### config.mk
export PLATFORM = sky130hd
export DESIGN_NAME = rv32i_execute_alu_branch
export DESIGN_NICKNAME = d
export VERILOG_FILES = /design/src/hw/rtl/rv32ex_pkg.sv /design/src/hw/rtl/rv32ex_alu.sv /design/src/hw/rtl/rv32i_execute_alu_branch.sv
export SDC_FILE = /design/constraint.sdc
export NUM_CORES = 1
export LEC_CHECK = 0
export BUFFER_PORTS_ARGS = -buffer_cell sky130_fd_sc_hd__buf_2
export CAP_MARGIN = 20
export CORE_MARGIN = 4
export CORE_UTILIZATION = 59
export CTS_BUF_LIST = sky130_fd_sc_hd__clkbuf_4 sky130_fd_sc_hd__clkbuf_8
export DETAILED_ROUTE_END_ITERATION = 16
export GPL_TIMING_DRIVEN = 0
export HOLD_SLACK_MARGIN = 0.03
export PLACE_DENSITY = 0.8
export SLEW_MARGIN = 40
export SYNTH_ARGS = -nofsm -noshare
export SYNTH_HDL_FRONTEND = slang
export SYNTH_SLANG_ARGS = --single-unit
### constraint.sdc
create_clock -name clk -period 7.4 [get_ports clk]
set_input_delay 1.48 -clock clk [delete_from_list [all_inputs] [get_ports clk]]
set_output_delay 1.48 -clock clk [all_outputs]
set_load 0.005 [all_outputs]
### src/hw/rtl/rv32ex_pkg.sv
package rv32ex_pkg;

    localparam int XLEN = 32;

    // op class codes
    localparam logic [2:0] OP_ALU    = 3'd0;
    localparam logic [2:0] OP_BRANCH = 3'd1;
    localparam logic [2:0] OP_AUIPC  = 3'd2;
    localparam logic [2:0] OP_JAL    = 3'd3;
    localparam logic [2:0] OP_JALR   = 3'd4;
    localparam logic [2:0] OP_LUI    = 3'd5;
    localparam logic [2:0] OP_OTHER  = 3'd6;

    // alu func3 codes
    localparam logic [2:0] F3_ADD  = 3'd0;
    localparam logic [2:0] F3_SLL  = 3'd1;
    localparam logic [2:0] F3_SLT  = 3'd2;
    localparam logic [2:0] F3_SLTU = 3'd3;
    localparam logic [2:0] F3_XOR  = 3'd4;
    localparam logic [2:0] F3_SRL  = 3'd5;
    localparam logic [2:0] F3_OR   = 3'd6;
    localparam logic [2:0] F3_AND  = 3'd7;

    // branch func3 codes
    localparam logic [2:0] F3_BEQ  = 3'd0;
    localparam logic [2:0] F3_BNE  = 3'd1;
    localparam logic [2:0] F3_BLT  = 3'd4;
    localparam logic [2:0] F3_BGE  = 3'd5;
    localparam logic [2:0] F3_BLTU = 3'd6;
    localparam logic [2:0] F3_BGEU = 3'd7;

    // forward select bits
    localparam int FWD_MEM_BIT = 0;
    localparam int FWD_WB_BIT  = 1;

    localparam logic [XLEN-1:0] INSTR_BYTES = 32'd4;

    typedef struct packed {
        logic [2:0]      op_class;
        logic [2:0]      func3;
        logic            func7_bit5;
        logic            second_is_imm;
        logic [XLEN-1:0] pc_value;
        logic [XLEN-1:0] immediate;
        logic [XLEN-1:0] rs1_data;
        logic [XLEN-1:0] rs2_data;
        logic [1:0]      src1_forward;
        logic [1:0]      src2_forward;
        logic [XLEN-1:0] mem_forward_data;
        logic [XLEN-1:0] wb_forward_data;
    } instr_t;

    typedef struct packed {
        logic [XLEN-1:0] alu_result;
        logic [XLEN-1:0] next_pc;
        logic            branch_taken;
    } result_t;

    // operands after forwarding and selection
    typedef struct packed {
        logic [2:0]      op_class;
        logic [2:0]      func3;
        logic            func7_bit5;
        logic            second_is_imm;
        logic [XLEN-1:0] pc_value;
        logic [XLEN-1:0] immediate;
        logic [XLEN-1:0] src1;
        logic [XLEN-1:0] opa;
        logic [XLEN-1:0] opb;
    } opnd_t;

    // alu outputs and compare flags
    typedef struct packed {
        logic [2:0]      op_class;
        logic [2:0]      func3;
        logic [XLEN-1:0] alu_value;
        logic            eq;
        logic            lt;
        logic            ltu;
        logic [XLEN-1:0] branch_target;
        logic [XLEN-1:0] jalr_target;
        logic [XLEN-1:0] seq_pc;
    } exec_t;

    function automatic logic [XLEN-1:0] pick_source(
        input logic [1:0]      sel,
        input logic [XLEN-1:0] reg_data,
        input logic [XLEN-1:0] mem_data,
        input logic [XLEN-1:0] wb_data
    );
        logic [XLEN-1:0] value;
        priority if (sel[FWD_MEM_BIT])
        begin
            value = mem_data;
        end
        else if (sel[FWD_WB_BIT])
        begin
            value = wb_data;
        end
        else
        begin
            value = reg_data;
        end
        return value;
    endfunction

endpackage

### src/hw/rtl/rv32ex_alu.sv
module rv32ex_alu
    import rv32ex_pkg::*;
(
    input  opnd_t opnd,
    output exec_t exec
);

    logic            do_sub;
    logic [XLEN-1:0] opb_add;
    logic [XLEN-1:0] sum;
    logic [4:0]      shamt;
    logic            lt_s;
    logic            lt_u;
    logic [XLEN-1:0] alu_value;

    assign do_sub  = (opnd.op_class == OP_ALU) && (opnd.func3 == F3_ADD)
                     && opnd.func7_bit5 && !opnd.second_is_imm;
    assign opb_add = do_sub ? ~opnd.opb : opnd.opb;
    assign sum     = opnd.opa + opb_add + {{(XLEN-1){1'b0}}, do_sub};
    assign shamt   = opnd.opb[4:0];
    assign lt_s    = $signed(opnd.opa) < $signed(opnd.opb);
    assign lt_u    = opnd.opa < opnd.opb;

    always_comb
    begin
        if (opnd.op_class == OP_ALU)
        begin
            unique case (opnd.func3)
                F3_ADD:  alu_value = sum;
                F3_SLL:  alu_value = opnd.opa << shamt;
                F3_SLT:  alu_value = {{(XLEN-1){1'b0}}, lt_s};
                F3_SLTU: alu_value = {{(XLEN-1){1'b0}}, lt_u};
                F3_XOR:  alu_value = opnd.opa ^ opnd.opb;
                F3_SRL:  alu_value = opnd.func7_bit5
                                     ? XLEN'($signed(opnd.opa) >>> shamt)
                                     : opnd.opa >> shamt;
                F3_OR:   alu_value = opnd.opa | opnd.opb;
                F3_AND:  alu_value = opnd.opa & opnd.opb;
                default: alu_value = sum;
            endcase
        end
        else
        begin
            alu_value = sum;
        end
    end

    always_comb
    begin
        exec.op_class      = opnd.op_class;
        exec.func3         = opnd.func3;
        exec.alu_value     = alu_value;
        exec.eq            = opnd.opa == opnd.opb;
        exec.lt            = lt_s;
        exec.ltu           = lt_u;
        exec.branch_target = opnd.pc_value + opnd.immediate;
        // jalr clears bit 0 of the target
        exec.jalr_target   = (opnd.src1 + opnd.immediate) & ~{{(XLEN-1){1'b0}}, 1'b1};
        exec.seq_pc        = opnd.pc_value + INSTR_BYTES;
    end

endmodule

### src/hw/rtl/rv32i_execute_alu_branch.sv
// RV32I execute stage: forwarding, operand select, alu and branch resolve.
// instr channel: instr_valid / instr_stall carry one decoded instruction per beat
// together with the register read data and both forwarding values.
// result channel: result_valid / result_stall carry alu_result, next_pc and
// branch_taken for each instruction, in order, one beat per instruction.
// an accepted instr beat is registered in s1_reg, then s2_reg, then res_reg,
// and result_valid rises once it reaches res_reg.
// throughput: one instruction per cycle while result_stall is low; three register
// stages (operand select, alu/adders, branch resolve) each hold one beat.
// when result_stall is high the output beat holds; younger beats still move
// up into empty stages, and instr_stall rises only once all three stages
// are full. no beat is lost or repeated under stall.
// reset clears all stage valid bits.
module rv32i_execute_alu_branch
    import rv32ex_pkg::*;
(
    input  logic    clk,
    input  logic    rst_n,
    input  logic    instr_valid,
    output logic    instr_stall,
    input  instr_t  instr,
    output logic    result_valid,
    input  logic    result_stall,
    output result_t result
);

    logic    s1_valid_reg;
    opnd_t   s1_reg;
    opnd_t   s1_next;
    logic    s2_valid_reg;
    exec_t   s2_reg;
    exec_t   s2_next;
    logic    res_valid_reg;
    result_t res_reg;
    result_t res_next;
    logic    s1_ready;
    logic    s2_ready;
    logic    s3_ready;
    logic    cmp;
    logic    taken;

    assign s3_ready    = !res_valid_reg || !result_stall;
    assign s2_ready    = !s2_valid_reg || s3_ready;
    assign s1_ready    = !s1_valid_reg || s2_ready;
    assign instr_stall = !s1_ready;

    // stage 1: forwarding and operand select
    always_comb
    begin
        logic [XLEN-1:0] src1;
        logic [XLEN-1:0] src2;
        src1 = pick_source(instr.src1_forward, instr.rs1_data,
                           instr.mem_forward_data, instr.wb_forward_data);
        src2 = pick_source(instr.src2_forward, instr.rs2_data,
                           instr.mem_forward_data, instr.wb_forward_data);
        s1_next.op_class      = instr.op_class;
        s1_next.func3         = instr.func3;
        s1_next.func7_bit5    = instr.func7_bit5;
        s1_next.second_is_imm = instr.second_is_imm;
        s1_next.pc_value      = instr.pc_value;
        s1_next.immediate     = instr.immediate;
        s1_next.src1          = src1;
        if (instr.op_class == OP_AUIPC || instr.op_class == OP_JAL
            || instr.op_class == OP_JALR)
        begin
            s1_next.opa = instr.pc_value;
        end
        else if (instr.op_class == OP_LUI)
        begin
            s1_next.opa = '0;
        end
        else
        begin
            s1_next.opa = src1;
        end
        if (instr.second_is_imm)
        begin
            s1_next.opb = instr.immediate;
        end
        else if (instr.op_class == OP_JAL || instr.op_class == OP_JALR)
        begin
            s1_next.opb = INSTR_BYTES;
        end
        else
        begin
            s1_next.opb = src2;
        end
    end

    // stage 2: alu and target adders
    rv32ex_alu u_alu (
        .opnd (s1_reg),
        .exec (s2_next)
    );

    // stage 3: branch resolve and next pc
    always_comb
    begin
        unique case (s2_reg.func3)
            F3_BEQ:  cmp = s2_reg.eq;
            F3_BNE:  cmp = !s2_reg.eq;
            F3_BLT:  cmp = s2_reg.lt;
            F3_BGE:  cmp = !s2_reg.lt;
            F3_BLTU: cmp = s2_reg.ltu;
            F3_BGEU: cmp = !s2_reg.ltu;
            default: cmp = 1'b0;
        endcase
        if (s2_reg.op_class == OP_BRANCH)
        begin
            taken                = cmp;
            res_next.alu_result  = {{(XLEN-1){1'b0}}, cmp};
        end
        else
        begin
            taken                = (s2_reg.op_class == OP_JAL) || (s2_reg.op_class == OP_JALR);
            res_next.alu_result  = s2_reg.alu_value;
        end
        if (s2_reg.op_class == OP_JALR)
        begin
            res_next.next_pc = s2_reg.jalr_target;
        end
        else if (taken)
        begin
            res_next.next_pc = s2_reg.branch_target;
        end
        else
        begin
            res_next.next_pc = s2_reg.seq_pc;
        end
        res_next.branch_taken = taken;
    end

    always_ff @(posedge clk or negedge rst_n)
    begin
        if (!rst_n)
        begin
            s1_valid_reg  <= 1'b0;
            s2_valid_reg  <= 1'b0;
            res_valid_reg <= 1'b0;
        end
        else
        begin
            if (s1_ready)
            begin
                s1_valid_reg <= instr_valid;
            end
            if (s2_ready)
            begin
                s2_valid_reg <= s1_valid_reg;
            end
            if (s3_ready)
            begin
                res_valid_reg <= s2_valid_reg;
            end
        end
    end

    always_ff @(posedge clk)
    begin
        if (s1_ready && instr_valid)
        begin
            s1_reg <= s1_next;
        end
        if (s2_ready && s1_valid_reg)
        begin
            s2_reg <= s2_next;
        end
        if (s3_ready && s2_valid_reg)
        begin
            res_reg <= res_next;
        end
    end

    assign result_valid = res_valid_reg;
    assign result       = res_reg;

`ifndef SYNTH
    a_stall_only_when_full: assert property (@(posedge clk) disable iff (!rst_n)
        instr_stall |-> (s1_valid_reg && s2_valid_reg && res_valid_reg))
        else $error("input stalled with an empty stage");

    a_jalr_aligned: assert property (@(posedge clk) disable iff (!rst_n)
        (s2_valid_reg && s2_reg.op_class == OP_JALR) |-> !s2_reg.jalr_target[0])
        else $error("jalr target bit 0 set");

    a_jump_taken: assert property (@(posedge clk) disable iff (!rst_n)
        (s3_ready && s2_valid_reg
         && (s2_reg.op_class == OP_JAL || s2_reg.op_class == OP_JALR))
        |=> (result_valid && result.branch_taken))
        else $error("jump not marked taken");
`endif

endmodule
# [Word-level counts from Yosys, hierarchy flattened]
# Index checks and enable logic that the tools add are counted.
[word_totals] regBits=372 output_inout_bits=67
[op_classes] n_shift=3 n_reduce_logical=25 add_sub_neg=5 n_bitwise=4 muxes=17 eq_ne=20 magnitude_cmp=2
[op_table] op="two-way mux 32 bit" n=13
[op_table] op="case mux 32 bit (8 select lines)" n=1
[op_table] op="adder 32 bit" n=3
[op_table] op="less-than comparator 32 bit" n=2
[op_table] op="== test 3 bit (second input constant)" n=11
[op_table] op="adder 32 x 1 -> 32 bit" n=1
[op_table] op="adder 32 x 3 -> 32 bit (second input constant)" n=1
[op_table] op="bitwise AND 32 bit" n=1
[op_table] op="== test 32 bit" n=1
[op_table] op="inverter 32 bit" n=1
[op_table] op="bitwise OR 32 bit" n=1
[op_table] op="<< shifter 32 x 5 -> 32 bit" n=1
[op_table] op=">> shifter 32 x 5 -> 32 bit" n=1
[op_table] op=">>> shifter 32 x 5 -> 32 bit" n=1
[op_table] op="XOR 32 bit" n=1
[op_table] op="== test 3 x 2 -> 1 bit (second input constant)" n=5
[op_table] op="== test 3 x 1 -> 1 bit (second input constant)" n=3
[op_table] op="logical NOT 1 bit" n=9
[op_table] op="logical NOT 3 bit" n=3
[op_table] op="logical OR 1 bit" n=7
[op_table] op="logical AND 1 bit" n=6
[op_table] op="case mux 1 bit (6 select lines)" n=1
[op_table] op="two-way mux 1 bit" n=2

# [Logic depth before layout (Yosys ltp)]
[depth] depth_word=9 mapped_depth=15

# [By module]
# From an unflattened synthesis, not the netlist that was laid out.
[unflattened] cells_unflattened=2687 hier_area_um2=27314.9
[by_module_without_submodules] module="rv32i_execute_alu_branch" area_per_inst_um2=14690.3 cells_per_inst=949 n_inst=1 seq_area_each_um2=11185.7
[by_module_without_submodules] module="rv32ex_alu" area_per_inst_um2=12624.6 cells_per_inst=1738 n_inst=1 seq_area_each_um2=0.0

# [Least setup slack after synthesis]
# OpenSTA, ideal clock, no wires.
[synth_path] path_type="input to register" start="input port result_stall" end="register res_reg (netlist bit result[0]) (enable)" t_arrival_ps=6192 slack_ps=620 required_time_ps=6813 path_stages=1 setup_ps=587 cell_sequence="a21boi_0"
[synth_between] elab_chain_cells=3
[synth_rtl] item="start, declared" line="rv32i_execute_alu_branch.sv:23" text="input logic result_stall,"
[synth_rtl] item="logical NOT 1 bit" line="rv32i_execute_alu_branch.sv:42" text="assign s3_ready = !res_valid_reg || !result_stall;"
[synth_rtl] item="logical OR 1 bit" line="rv32i_execute_alu_branch.sv:42"
[synth_rtl] item="logical AND 1 bit" line="rv32i_execute_alu_branch.sv:168" text="if (s3_ready && s2_valid_reg)"
[synth_rtl] item="end signal, assigned" line="rv32i_execute_alu_branch.sv:170" text="res_reg <= res_next;"
[synth_rtl] item="end, declared" line="rv32i_execute_alu_branch.sv:34" text="result_t res_reg;"
# No other way between the ends.
# A chain may end at the register's enable or synchronous reset.

==> impl_metrics.json <==
{
  "fin_util": 0.6815,
  "p_leak_nw": 12.15,
  "synth_area_leaders": "edfxtp_1 (43%), ha_1 (9.3%), mux2i_1 (5.6%)",
  "yosys_warnings": 0,
  "drtAntennaViolNets": 0,
  "critPathCaptureType": "flop",
  "start_util": 0.6000,
  "min_period_ps": 6254,
  "nNetsFinal": 3307,
  "hold_slack_ps": 522.6,
  "ys_types": 70,
  "dpl.hpwl_microns": 77780,
  "synth_edf_count": 369,
  "post_drt_via_cell_ratio": 6.768,
  "tightest_slew_ps": 966.5,
  "post-cts-setup-buffer-count": 0,
  "final_cell_mix": "edfxtp_1 (369), nand2_1 (304), buf_2 (279), o21ai_0 (235), nor2_1 (195)",
  "postCtsResizedCells": 0,
  "cts-buffers-inserted": 58,
  "critical_path_required_ps": 7780,
  "seq_area_sq_um": 11160,
  "synth_nets": 2963,
  "status": "finished, final reports clean",
  "drc": 0,
  "avgRoutedWirePerCell_microns": 28.21,
  "yosys.area.top_type_share": 0.4268,
  "htreeDepth": 2,
  "fp.dieH_microns": 217.8,
  "final_common_cell": "edfxtp_1",
  "grt_pass1_wl_microns": 144400,
  "clkLatencyLatePin_ps": 710,
  "post-place-ws_ps": 1463,
  "hp-class": "flop to flop",
  "power_density_nw_per_um2": 227.2,
  "grt_pass1_vias": 23410,
  "gp_congestion": 1.074,
  "final_hold_viol_count": 0,
  "ios": 275,
  "antenna_found_initial": 4,
  "clockRootBuffer": "clkbuf_8",
  "grt_max_degree": 48,
  "start_kind": "flop",
  "cap_violations": 0,
  "dr_total_vias": 23900,
  "cp.arrival_ps": 6630,
  "overflow": 0,
  "drt_wl_total_microns": 99610,
  "dr.pass1.iters": 6,
  "fin_ws_ps": 1146,
  "criticalPathCategory": "flop to flop",
  "syn_area_per_cell_sq_um": 10.14,
  "drv_slew": 0,
  "drtIter0Drc": 3547,
  "core_sq_um": 43270,
  "fin_skew_ps": 55.35,
  "cts.clk_slew.worst_paths_ps": 60,
  "rsz0062_at_grt": "no",
  "largest_reg_flops": 168,
  "layout-drive-gt1-share": 0.1626,
  "async_flop_share": 0.008065,
  "cts_hold_buf": 0,
  "syn_inst": 2560,
  "synth-seq-cells": 372,
  "clock_sinks": 372,
  "dieArea_sq_um": 47420,
  "fill_cells": 3166,
  "ys_seq_area_frac": 0.4297,
  "multiInputGateArea_sq_um": 13950,
  "synth_top_area_cell": "edfxtp_1",
  "cts_tree": "built",
  "grt_usage": 0.4086,
  "fmaxAchievable_mhz": 159.9,
  "vdd_drop_max_uv": 206.2,
  "worstPathMaxFanout": 10,
  "clk_path_buf_depth": 3,
  "netlist_area_sq_um": 25960,
  "area_growth_pct": 13.57,
  "numPortBuffers": 270,
  "synthFlopType": "edfxtp_1",
  "die_x_microns": 217.8,
  "total_power_w": 0.006698,
  "slew_headroom": 0.3390,
  "finalSetupViolations": 0,
  "period_share": 0.8452,
  "rows": 76
}
cells in the mapped netlist (49+ instances only):
master and instances:
a21o_1 49, a21oi_1 174, clkbuf_1 107, edfxtp_1 369, ha_1 192, inv_1 112
mux2i_1 145, mux4_2 55, nand2_1 304, nand2b_1 49, nor2_1 195, o21ai_0 236
xnor2_1 106
path summary, 6_finish.rpt:
check / from / to / slack (ps) / cells after the start
min in group asynchronous: rst_n / s1_valid_reg / 590 / 1
max in group asynchronous: rst_n / s2_valid_reg / 6690 / 1
setup reg to reg: s1_reg[1] / s2_reg[124] / 1150 / 14
hold / removal: s2_reg[60] / result[29] / 520 / 2
setup / recovery: s1_reg[1] / s2_reg[124] / 1150 / 14
hold reg to reg: s2_reg[60] / result[29] / 520 / 2
metrics by stage:
stage | area, sq um | setup TNS, ps | instances
6_report | 29480 | 0 | 3531
5_1_grt | 29480 | 0 | 3530
4_1_cts | 29450 | 0 | 3529
3_5_place_dp | 28310 | 0 | 3428
3_3_place_gp | 28040 | -157310 | 3415
2_1_floorplan | 25960 | 0 | 2560
cells by family (layout without fill, tap and decap cells):
kind of cell	count (synthesis)	in the layout	share of synthesized area
buf+inv	241	626	0.03509
compound gates	663	663	0.1562
other cells	0	1	0
fa+ha+maj	195	195	0.09485
flops	372	372	0.4297
simple gates	739	739	0.1292
xor+xnor	142	142	0.04791
mux	208	208	0.1071
routing by layer:
layer,share of wire,track usage
met5,0.00039,0
met4,0.065,0.2039
met3,0.14,0.1180
met2,0.43,0.6256
met1,0.37,0.5356
report_power, final:
group          switching, W  total (W)  internal [W]  leakage [nW]
Combinational       0.00131    0.00207      0.000756          7.94
Clock              0.000839    0.00176      0.000921         0.593
Sequential         0.000189    0.00287       0.00268          3.62
worst max-delay path, stage by stage (launching register included):
cell	delay, ps
edfxtp_1	390
buf_1	530
clkbuf_1	610
clkbuf_1	750
xnor2_1	220
ha_1	340
a311o_1	360
a41oi_1	610
or4b_1	290
a211o_1	190
a21oi_2	90
o31ai_1	590
o21ai_0	300
nand4_1	160
nor3b_1	500
cell type report:
| class | count | share of cell area |
|---|---|---|
| clock buffers | 75 | 0.03140 |
| well taps | 585 | 0.02482 |
| plain buffers | 128 | 0.01706 |
| repair buffers | 284 | 0.05351 |
| multi-input cells | 1947 | 0.4731 |
| clock inverters | 26 | 0.007257 |
| inverters | 113 | 0.01439 |
| diodes | 1 | 0.00008487 |
| flip-flops and latches | 372 | 0.3784 |
Note: power is estimated with default switching activity, not from simulation.
